[config.mk]
export PLATFORM = sky130hd
export DESIGN_NAME = cordic_sine_cosine_flat
export DESIGN_NICKNAME = d
export VERILOG_FILES = /design/src/rtl/cordic_sc_pkg.sv /design/src/rtl/cordic_sc_req_if.sv /design/src/rtl/cordic_sc_rsp_if.sv /design/src/rtl/cordic_sine_cosine.sv /design/src/flat_wrapper.sv
export SDC_FILE = /design/constraint.sdc
export NUM_CORES = 2
export LEC_CHECK = 0
export ABC_AREA = 1
export BUFFER_PORTS_ARGS = -buffer_cell sky130_fd_sc_hd__buf_2
export CAP_MARGIN = 20
export CORE_MARGIN = 2
export CORE_UTILIZATION = 55
export DETAILED_ROUTE_END_ITERATION = 6
export HOLD_SLACK_MARGIN = 0.12
export MAX_ROUTING_LAYER = met4
export PLACE_DENSITY = 0.71
export SLEW_MARGIN = 20
export SYNTH_ARGS = -nofsm -noshare
export SYNTH_HDL_FRONTEND = slang
export SYNTH_SLANG_ARGS = --single-unit
[constraint.sdc]
create_clock -name clock -period 11.8 [get_ports clock]
set_input_delay 3.54 -clock clock [delete_from_list [all_inputs] [get_ports clock]]
set_output_delay 3.54 -clock clock [all_outputs]
set_load 0.005 [all_outputs]
[src/rtl/cordic_sc_pkg.sv]
// Package: shared constants, types and the arctangent table for the CORDIC sine/cosine block.
package cordic_sc_pkg;

   // Field widths of the channels and the register
   localparam int ANGLE_W = 18;
   localparam int OUT_W   = 16;
   localparam int GAIN_W  = 14;

   // Datapath sizing
   localparam int ROTATIONS       = 13;
   localparam int DATA_WIDTH      = 16;
   localparam int ANGLE_FRAC_BITS = 8;
   localparam int TABLE_LEN       = 24;

   // Pipeline: angle reduction, angle scaling, one stage per rotation, output sign
   localparam int STAGES = ROTATIONS + 3;

   // Residual angle is kept in units of 1e-12 degree
   localparam longint unsigned PICO_PER_DEG = 64'd1000000000000;
   localparam longint unsigned PICO_PER_LSB = PICO_PER_DEG >> ANGLE_FRAC_BITS;

   // Reduced angle width: room for the input and for 360 degrees, plus sign and carry
   localparam int A_W = ((ANGLE_W > ANGLE_FRAC_BITS + 10) ? ANGLE_W : ANGLE_FRAC_BITS + 10) + 2;
   // Residual angle width: scaled angle plus headroom for the summed arctangents
   localparam int Z_W = A_W + $clog2(PICO_PER_LSB + 1) + 1;

   // Configuration port
   localparam int CSR_DATA_W = 32;
   localparam int CSR_ADDR_W = 3;
   localparam logic [0:0] REG_GAIN_SEED = 1'b0;
   localparam logic [GAIN_W-1:0] GAIN_SEED_RESET = 14'd9949;

   typedef logic signed [ANGLE_W-1:0]    angle_type;
   typedef logic signed [OUT_W-1:0]      result_type;
   typedef logic        [GAIN_W-1:0]     gain_type;
   typedef logic signed [A_W-1:0]        wide_angle_type;
   typedef logic signed [DATA_WIDTH-1:0] data_type;
   typedef logic signed [Z_W-1:0]        resid_type;

   // atan(2^-j) in 1e-12 degree, rounded to nearest
   localparam longint ATAN_PDEG [TABLE_LEN] = '{
      64'sd45000000000000, 64'sd26565051177078, 64'sd14036243467926, 64'sd7125016348902,
      64'sd3576334374997,  64'sd1789910608246,  64'sd895173710211,   64'sd447614170861,
      64'sd223810500369,   64'sd111905677066,   64'sd55952891894,    64'sd27976452617,
      64'sd13988227142,    64'sd6994113675,     64'sd3497056851,     64'sd1748528427,
      64'sd874264214,      64'sd437132107,      64'sd218566053,      64'sd109283027,
      64'sd54641513,       64'sd27320757,       64'sd13660378,       64'sd6830189
   };

endpackage

[src/rtl/cordic_sc_req_if.sv]
// Interface: angle request channel with valid/ready handshake.
interface cordic_sc_req_if;
   logic                      valid;
   logic                      ready;
   cordic_sc_pkg::angle_type  angle_deg;

   modport source (output valid, output angle_deg, input ready);
   modport sink   (input valid, input angle_deg, output ready);
endinterface

[src/rtl/cordic_sc_rsp_if.sv]
// Interface: sine/cosine response channel with valid/ready handshake.
interface cordic_sc_rsp_if;
   logic                       valid;
   logic                       ready;
   cordic_sc_pkg::result_type  sine;
   cordic_sc_pkg::result_type  cosine;

   modport source (output valid, output sine, output cosine, input ready);
   modport sink   (input valid, input sine, input cosine, output ready);
endinterface

[src/rtl/cordic_sine_cosine.sv]
// Top level: pipelined CORDIC rotation-mode sine/cosine of an angle in degrees.
//
//   channel   dir   handshake              payload
//   req_bus   in    valid/ready            angle_deg  s18, degrees, 8 fraction bits
//   rsp_bus   out   valid/ready            sine, cosine  s16, Q2.14
//   csr (APB) in    psel/penable/pwrite    gain_seed at byte address 0, u14
//
// One angle can transfer in every cycle while the response is not stalled; the pipeline has
// one register stage per micro-rotation plus reduction, scaling and sign stages.
// Each stage holds a valid bit; a stage advances when it is empty or the next one
// advances, so bubbles collapse and the block keeps taking angles while a result waits.
// A stalled response holds every full stage with no empty stage after it; nothing drops or repeats.
// Synchronous reset empties the pipeline and loads gain_seed with 9949 (about 0.6072).
module cordic_sine_cosine (
   input  logic                                  clock,
   input  logic                                  reset,
   cordic_sc_req_if.sink                         req_bus,
   cordic_sc_rsp_if.source                       rsp_bus,
   input  logic                                  psel,
   input  logic                                  penable,
   input  logic                                  pwrite,
   input  logic [cordic_sc_pkg::CSR_ADDR_W-1:0]  paddr,
   input  logic [cordic_sc_pkg::CSR_DATA_W-1:0]  pwdata,
   output logic [cordic_sc_pkg::CSR_DATA_W-1:0]  prdata,
   output logic                                  pready
);

   localparam int NS  = cordic_sc_pkg::STAGES;
   localparam int ROT = cordic_sc_pkg::ROTATIONS;
   localparam int DW  = cordic_sc_pkg::DATA_WIDTH;
   localparam int AFB = cordic_sc_pkg::ANGLE_FRAC_BITS;

   // Reduction bounds in input LSBs
   localparam cordic_sc_pkg::wide_angle_type QUARTER_ANGLE =
      cordic_sc_pkg::wide_angle_type'(90 <<< AFB);
   localparam cordic_sc_pkg::wide_angle_type HALF_ANGLE =
      cordic_sc_pkg::wide_angle_type'(180 <<< AFB);
   localparam cordic_sc_pkg::wide_angle_type FULL_ANGLE =
      cordic_sc_pkg::wide_angle_type'(360 <<< AFB);
   // Scale from input LSB to 1e-12 degree
   localparam cordic_sc_pkg::resid_type PICO_Z =
      cordic_sc_pkg::resid_type'(cordic_sc_pkg::PICO_PER_LSB);

   // ---------------------------------------------------------------------------
   // Configuration register
   // ---------------------------------------------------------------------------
   cordic_sc_pkg::gain_type gain_seed_ff;
   logic                    reg_sel;

   assign reg_sel = (paddr[2] == cordic_sc_pkg::REG_GAIN_SEED);
   assign pready  = 1'b1;

   always_ff @(posedge clock) begin
      if (reset) begin
         gain_seed_ff <= cordic_sc_pkg::GAIN_SEED_RESET;
      end else if (psel && penable && pwrite && reg_sel) begin
         gain_seed_ff <= pwdata[cordic_sc_pkg::GAIN_W-1:0];
      end
   end

   // Reads of anything but the gain seed return zero
   always_comb begin
      prdata = '0;
      if (reg_sel) begin
         prdata = cordic_sc_pkg::CSR_DATA_W'(gain_seed_ff);
      end
   end

   // ---------------------------------------------------------------------------
   // Pipeline control: per-stage valid and advance
   // ---------------------------------------------------------------------------
   logic [NS-1:0] v_ff;
   logic [NS-1:0] en;

   // A stage advances when it is empty or its successor advances
   always_comb begin
      en[NS-1] = !v_ff[NS-1] || rsp_bus.ready;
      for (int i = NS - 2; i >= 0; i--) begin
         en[i] = !v_ff[i] || en[i+1];
      end
   end

   assign req_bus.ready = en[0];
   assign rsp_bus.valid = v_ff[NS-1];

   always_ff @(posedge clock) begin
      if (reset) begin
         v_ff <= '0;
      end else begin
         if (en[0]) begin
            v_ff[0] <= req_bus.valid;
         end
         for (int i = 1; i < NS; i++) begin
            if (en[i]) begin
               v_ff[i] <= v_ff[i-1];
            end
         end
      end
   end

   // Fold flag travels with each item up to the output stage
   logic [NS-2:0] neg_ff;

   // ---------------------------------------------------------------------------
   // Stage 0: wrap once by 360 into [-180,180], then fold beyond +-90 by 180
   // ---------------------------------------------------------------------------
   cordic_sc_pkg::wide_angle_type a_ext, a_wrap, angle_in, angle_ff;
   logic                          neg_in;

   always_comb begin
      a_ext = cordic_sc_pkg::wide_angle_type'(req_bus.angle_deg);
      if (a_ext > HALF_ANGLE) begin
         a_wrap = a_ext - FULL_ANGLE;
      end else if (a_ext < -HALF_ANGLE) begin
         a_wrap = a_ext + FULL_ANGLE;
      end else begin
         a_wrap = a_ext;
      end
      // Exactly +-90 stays; +-180 folds to zero with negation
      neg_in   = 1'b1;
      if (a_wrap > QUARTER_ANGLE) begin
         angle_in = a_wrap - HALF_ANGLE;
      end else if (a_wrap < -QUARTER_ANGLE) begin
         angle_in = a_wrap + HALF_ANGLE;
      end else begin
         angle_in = a_wrap;
         neg_in   = 1'b0;
      end
   end

   // ---------------------------------------------------------------------------
   // Stage 1: scale angle to 1e-12 degree and seed the vector at (gain_seed, 0)
   // Stages 2 .. ROT+1: one micro-rotation each, turning toward the residual angle
   // ---------------------------------------------------------------------------
   cordic_sc_pkg::data_type  x_ff [ROT+1];
   cordic_sc_pkg::data_type  y_ff [ROT+1];
   cordic_sc_pkg::resid_type z_ff [ROT+1];

   always_ff @(posedge clock) begin
      if (en[0]) begin
         angle_ff  <= angle_in;
         neg_ff[0] <= neg_in;
      end
      if (en[1]) begin
         z_ff[0]   <= cordic_sc_pkg::resid_type'(angle_ff) * PICO_Z;
         x_ff[0]   <= DW'(gain_seed_ff);
         y_ff[0]   <= '0;
         neg_ff[1] <= neg_ff[0];
      end
      // Arithmetic shifts floor, as required
      for (int j = 0; j < ROT; j++) begin
         if (en[j+2]) begin
            if (!z_ff[j][cordic_sc_pkg::Z_W-1]) begin
               x_ff[j+1] <= x_ff[j] - (y_ff[j] >>> j);
               y_ff[j+1] <= y_ff[j] + (x_ff[j] >>> j);
               z_ff[j+1] <= z_ff[j] - cordic_sc_pkg::resid_type'(cordic_sc_pkg::ATAN_PDEG[j]);
            end else begin
               x_ff[j+1] <= x_ff[j] + (y_ff[j] >>> j);
               y_ff[j+1] <= y_ff[j] - (x_ff[j] >>> j);
               z_ff[j+1] <= z_ff[j] + cordic_sc_pkg::resid_type'(cordic_sc_pkg::ATAN_PDEG[j]);
            end
            neg_ff[j+2] <= neg_ff[j+1];
         end
      end
   end

   // ---------------------------------------------------------------------------
   // Last stage: undo the fold by negating both results, wrap at DATA_WIDTH
   // ---------------------------------------------------------------------------
   cordic_sc_pkg::data_type sine_ff, cosine_ff;

   always_ff @(posedge clock) begin
      if (en[NS-1]) begin
         if (neg_ff[NS-2]) begin
            sine_ff   <= -y_ff[ROT];
            cosine_ff <= -x_ff[ROT];
         end else begin
            sine_ff   <= y_ff[ROT];
            cosine_ff <= x_ff[ROT];
         end
      end
   end

   // Sign-extend or truncate to the port width
   assign rsp_bus.sine   = cordic_sc_pkg::OUT_W'(sine_ff);
   assign rsp_bus.cosine = cordic_sc_pkg::OUT_W'(cosine_ff);

   // ---------------------------------------------------------------------------
   // Assertions
   // ---------------------------------------------------------------------------
   a_reset_empties: assert property (@(posedge clock) reset |=> !rsp_bus.valid)
      else $error("response valid right after reset");

   a_accept_fills: assert property (@(posedge clock) disable iff (reset)
      req_bus.valid && req_bus.ready |=> v_ff[0])
      else $error("transferred angle did not enter the first stage");

   a_empty_takes: assert property (@(posedge clock) disable iff (reset)
      !v_ff[0] |-> req_bus.ready)
      else $error("empty first stage refused a transfer");

   a_fold_range: assert property (@(posedge clock) disable iff (reset)
      v_ff[0] |-> (angle_ff <= QUARTER_ANGLE) && (angle_ff >= -QUARTER_ANGLE))
      else $error("reduced angle outside +-90 degrees");

endmodule

[src/flat_wrapper.sv]
// flat-port wrapper written by rule: the top's interface ports become plain ports
module cordic_sine_cosine_flat 
  (clock, reset, psel, penable, pwrite, paddr, pwdata, prdata, pready, req_bus_valid, req_bus_angle_deg, req_bus_ready, rsp_bus_valid, rsp_bus_sine, rsp_bus_cosine, rsp_bus_ready);
  cordic_sc_req_if req_bus_i ();
  cordic_sc_rsp_if rsp_bus_i ();
  input  logic clock;
  input  logic reset;
  input  logic psel;
  input  logic penable;
  input  logic pwrite;
  input  logic [cordic_sc_pkg::CSR_ADDR_W-1:0] paddr;
  input  logic [cordic_sc_pkg::CSR_DATA_W-1:0] pwdata;
  output logic [cordic_sc_pkg::CSR_DATA_W-1:0] prdata;
  output logic pready;
  input wire logic [$bits(req_bus_i.valid)-1:0] req_bus_valid;
  input wire logic [$bits(req_bus_i.angle_deg)-1:0] req_bus_angle_deg;
  output wire logic [$bits(req_bus_i.ready)-1:0] req_bus_ready;
  output wire logic [$bits(rsp_bus_i.valid)-1:0] rsp_bus_valid;
  output wire logic [$bits(rsp_bus_i.sine)-1:0] rsp_bus_sine;
  output wire logic [$bits(rsp_bus_i.cosine)-1:0] rsp_bus_cosine;
  input wire logic [$bits(rsp_bus_i.ready)-1:0] rsp_bus_ready;
  assign req_bus_i.valid = req_bus_valid;
  assign req_bus_i.angle_deg = req_bus_angle_deg;
  assign req_bus_ready = req_bus_i.ready;
  assign rsp_bus_valid = rsp_bus_i.valid;
  assign rsp_bus_sine = rsp_bus_i.sine;
  assign rsp_bus_cosine = rsp_bus_i.cosine;
  assign rsp_bus_i.ready = rsp_bus_ready;
  cordic_sine_cosine u_core (.clock(clock), .reset(reset), .req_bus(req_bus_i), .rsp_bus(rsp_bus_i), .psel(psel), .penable(penable), .pwrite(pwrite), .paddr(paddr), .pwdata(pwdata), .prdata(prdata), .pready(pready));
endmodule
==> results.md <==
Clock tree:
- The CTS tree is done.
- For the worst-skew pair, the clock arrives at the later sink with an insertion delay of 0.80 ns.
- CTS saw around 1100 sinks.
- No sink is reached through more buffers than the 3 on the longest clock path.
- The clock-pin transition on the worst setup and hold timing paths is 0.06 ns.
- The number of gates resized after CTS was 0.
- Buffers inserted to repair hold after CTS numbered 0.
- The number of H-tree levels is 4.
- The total CTS buffers is 137.
- The tree is rooted in a clkbuf_16.
- The post-CTS setup repair buffer count is 0.

STA:
- Setup violations remaining at the end of the flow were counted as 0.
- The number of slew-limit violations in the final report is 0.
- In this run the tightest slew margin relative to its limit is 28.6%.
- Timing would allow up to 102 MHz.
- On the final layout, the worst clock skew is a little under 0.03 ns.
- The number of endpoints with negative hold slack in the final report is 0.
- The final cycle utilization of the critical path is between 80% and 90%.
- The transition at the pin with the smallest max-transition slack is 1.07 ns.
- Setup repair after global routing left no endpoint under its margin.
- The final total negative setup slack is 0 ns.
- The final critical path time including I/O delays and setup is 9.78 ns.

Worst setup path:
- The required time at the endpoint of the critical path is 8.26 ns.
- The depth of the worst register-to-register path is 26.
- STA classifies the critical path startpoint as an input pin.
- Of all nets on the critical path, the largest fanout is 7.
- The worst setup path is of the in2out kind.
- STA classifies the critical path endpoint as an output port.
- The launch instance of the worst register-to-register path is u_core.angle_ff[18]$_DFFE_PP_.
- Setup slack on the worst reg-to-reg path comes out at a little under 5 ns.
- The worst flop-to-flop path endpoint is u_core.z_ff[0][37]$_DFFE_PP_.
- At the worst endpoint, the arrival time is 6.24 ns.

Floorplan:
- The floorplan die area is 186000 sq um.
- The standard-cell row count is around 160.
- The floorplan die width is 431 um.
- After floorplanning, the core was sized to cover 181000 sq um.
- Once the floorplan was initialized, standard cells occupied 55.4% of the core.
- The die height is 431 um.
- The top-level port count is 127.

Min path:
- The worst hold endpoint is u_core.x_ff[0][9]$_DFFE_PP_.
- In this run the most critical hold path is launched from u_core.gain_seed_ff[9]$_SDFFE_PP1P_.
- Along the worst hold path, the cell count comes to 0.
- The class of the tightest hold or removal check is reg2reg.

Logic synthesis:
- The synthesized netlist occupies a cell area of 100000 sq um.
- The Yosys warning count is 0.
- In the synthesized netlist, the number of instances is approximately 12000.
- In the synthesized netlist the dominant register cell turns out to be edfxtp_1.
- The sequential-to-total area share from yosys stat is between 30% and 40%.
- The post-synthesis register bit count is between 1000 and 1500.
- Of all flip-flops after synthesis, the portion carrying an async set or reset was 0%.
- The post-synthesis cell type count is 61.
- In this run the mean area of a mapped cell was around 8.4 sq um.
- The number of synthesized flops with an enable pin is ~1100.

Finish:
- Cells with a size suffix above 1 make up 3.31% of the layout.
- Relative to the synthesized area, the layout overhead comes to 8.37%.
- The number of nets in the final layout is around 14000.
- The number of inserted filler cells in the final layout is 16200.
- In the layout the commonest cells are nand2_1 (2064), inv_1 (1652), ha_1 (1246), nor2_1 (1119), a21oi_1 (1118).
- Leaving out fill and tap cells, the most frequent cell in the layout is nand2_1.

Global routing:
- The via count of the first global-routing pass came to 79400.
- Entering global routing, the biggest net connects 85 pins.
- The initial antenna violation count is 8.
- Global routing consumed, over all layers together, 29.4% of the routing resources.
- The sum of overflow across all layers after global routing is 0.
- The first global-routing pass estimated about 420 mm of wire.

Run status:
- The final reports fail on DRC.
- The flow ran to the end, but the final reports show violations.

Flow run:
- The reported max-cap violation count is 0.

Route:
- The DRC violation count after routing is 1.
- The routed wire length is 268 mm.
- The routed wire length per instance is 18.3 um.
- For this block, the initial DRC count from the detailed router was ~6200.
- The count of antenna-violating nets left after detailed routing is 0.
- The final route contains between 80000 and 90000 vias.
- Using the TritonRoute via totals, the vias-per-cell ratio works out to around 5.6.
- The first TritonRoute pass finished after 7 iterations.

Place:
- Detailed placement finished with a half-perimeter wire length of between 200 and 250 mm.
- Port buffering added 87 buffers.
- The routability congestion estimate is 0.986.
## synthesized netlist by cell type, types with 56 or more instances
cell type  instances  area [sq um]
a21boi_0          56           420
a21o_1            89           668
a21oi_1         1118          5600
a31oi_1          194          1210
edfxtp_1        1110         33300
fa_1             194          3880
ha_1            1246         15600
inv_1           1653          6200
nand2_1         2075          7790
nand3_1          418          2090
nor2_1          1121          4210
nor3_1           194           971
nor4_1            71           444
o21ai_0          755          3780
o21bai_1          77           578
o31ai_1           68           510
xnor2_1          302          2650
xor2_1           795          6960
## per-layer routing
layer	routed length (um)	vias up	track usage [%]
met5	0	-	-
met4	7740	0	8.44
met3	12400	425	3.40
met2	128000	2058	48.6
met1	120000	38800	38.0
li1	-	41400	-
## critical path: stages
cell and delay (ns):
buf_2 0.10, inv_1 0.15, nand4_4 0.15, nor2_4 0.26, nand2_2 0.15, nor2_4 0.24
nand2_4 0.12, nor2_8 0.20, nand3_4 0.17, nor2_8 0.19, nand3_4 0.11, clkinv_2 0.16
nand4_1 0.39, buf_2 0.29
## area by class of cell
cell class                      count  area [sq um]  share of cell area [%]
Timing Repair Buffer              120           728                   0.670
Clock buffer                      163          3600                    3.31
Multi-Input combinational cell   9099         59900                    55.2
Sequential cell                  1140         33900                    31.2
Clock inverter                     91          1230                    1.13
Tap cell                         2370          2970                    2.73
Antenna cell                        5          12.5                  0.0115
Inverter                         1666          6250                    5.76
## kinds of logic (layout without fill, tap and decap cells)
| group | after synthesis | in the layout | share of synthesized area, % |
|---|---|---|---|
| compound gates | 2531 | 2531 | 14.1 |
| xor+xnor | 1098 | 1098 | 9.60 |
| fa+ha+maj | 1440 | 1440 | 19.4 |
| buf+inv | 1728 | 2040 | 6.59 |
| flops | 1140 | 1140 | 33.8 |
| other cells | 2 | 24 | 0.00749 |
| simple gates | 4011 | 4011 | 16.4 |
## state kept, by name (all words and copies together), names as in the netlist
signal                 count
u_core.x_ff              219
u_core.angle_ff           20
u_core.rsp_bus.cosine     16
u_core.v_ff               16
u_core.rsp_bus.sine       16
u_core.gain_seed_ff       14
u_core.neg_ff             15
u_core.z_ff              616
u_core.y_ff              208
## worst max-delay path by stage
| stage | to | from | slack, ns |
|---|---|---|---|
| 5_1_grt | req_bus_ready | rsp_bus_ready | 1.76 |
| 4_1_cts | req_bus_ready | rsp_bus_ready | 1.96 |
| 3_3_place_gp | req_bus_ready | rsp_bus_ready | 1.99 |
| 2_1_floorplan | req_bus_ready | rsp_bus_ready | 2.80 |
| 3_5_place_dp | req_bus_ready | rsp_bus_ready | 1.97 |
| 6_report | req_bus_ready | rsp_bus_ready | 2.02 |
## stage by stage
stage	utilization [%]	instances	hold slack (ns)	setup WS, ns	instance area [sq um]
finish	60.1	14700	0.419	2.02	109000
floorplan	-	12000	0.400	2.80	100000
global route	60.1	14700	0.423	1.76	109000
global placement	57.3	14400	0.403	1.99	104000
CTS	60.0	14600	0.420	1.96	109000
detailed placement	57.3	14400	0.411	1.97	104000
Power is left out: the tool's default activity adds up to more than one toggle a clock period on the data nets, which glitch-free logic cannot reach.
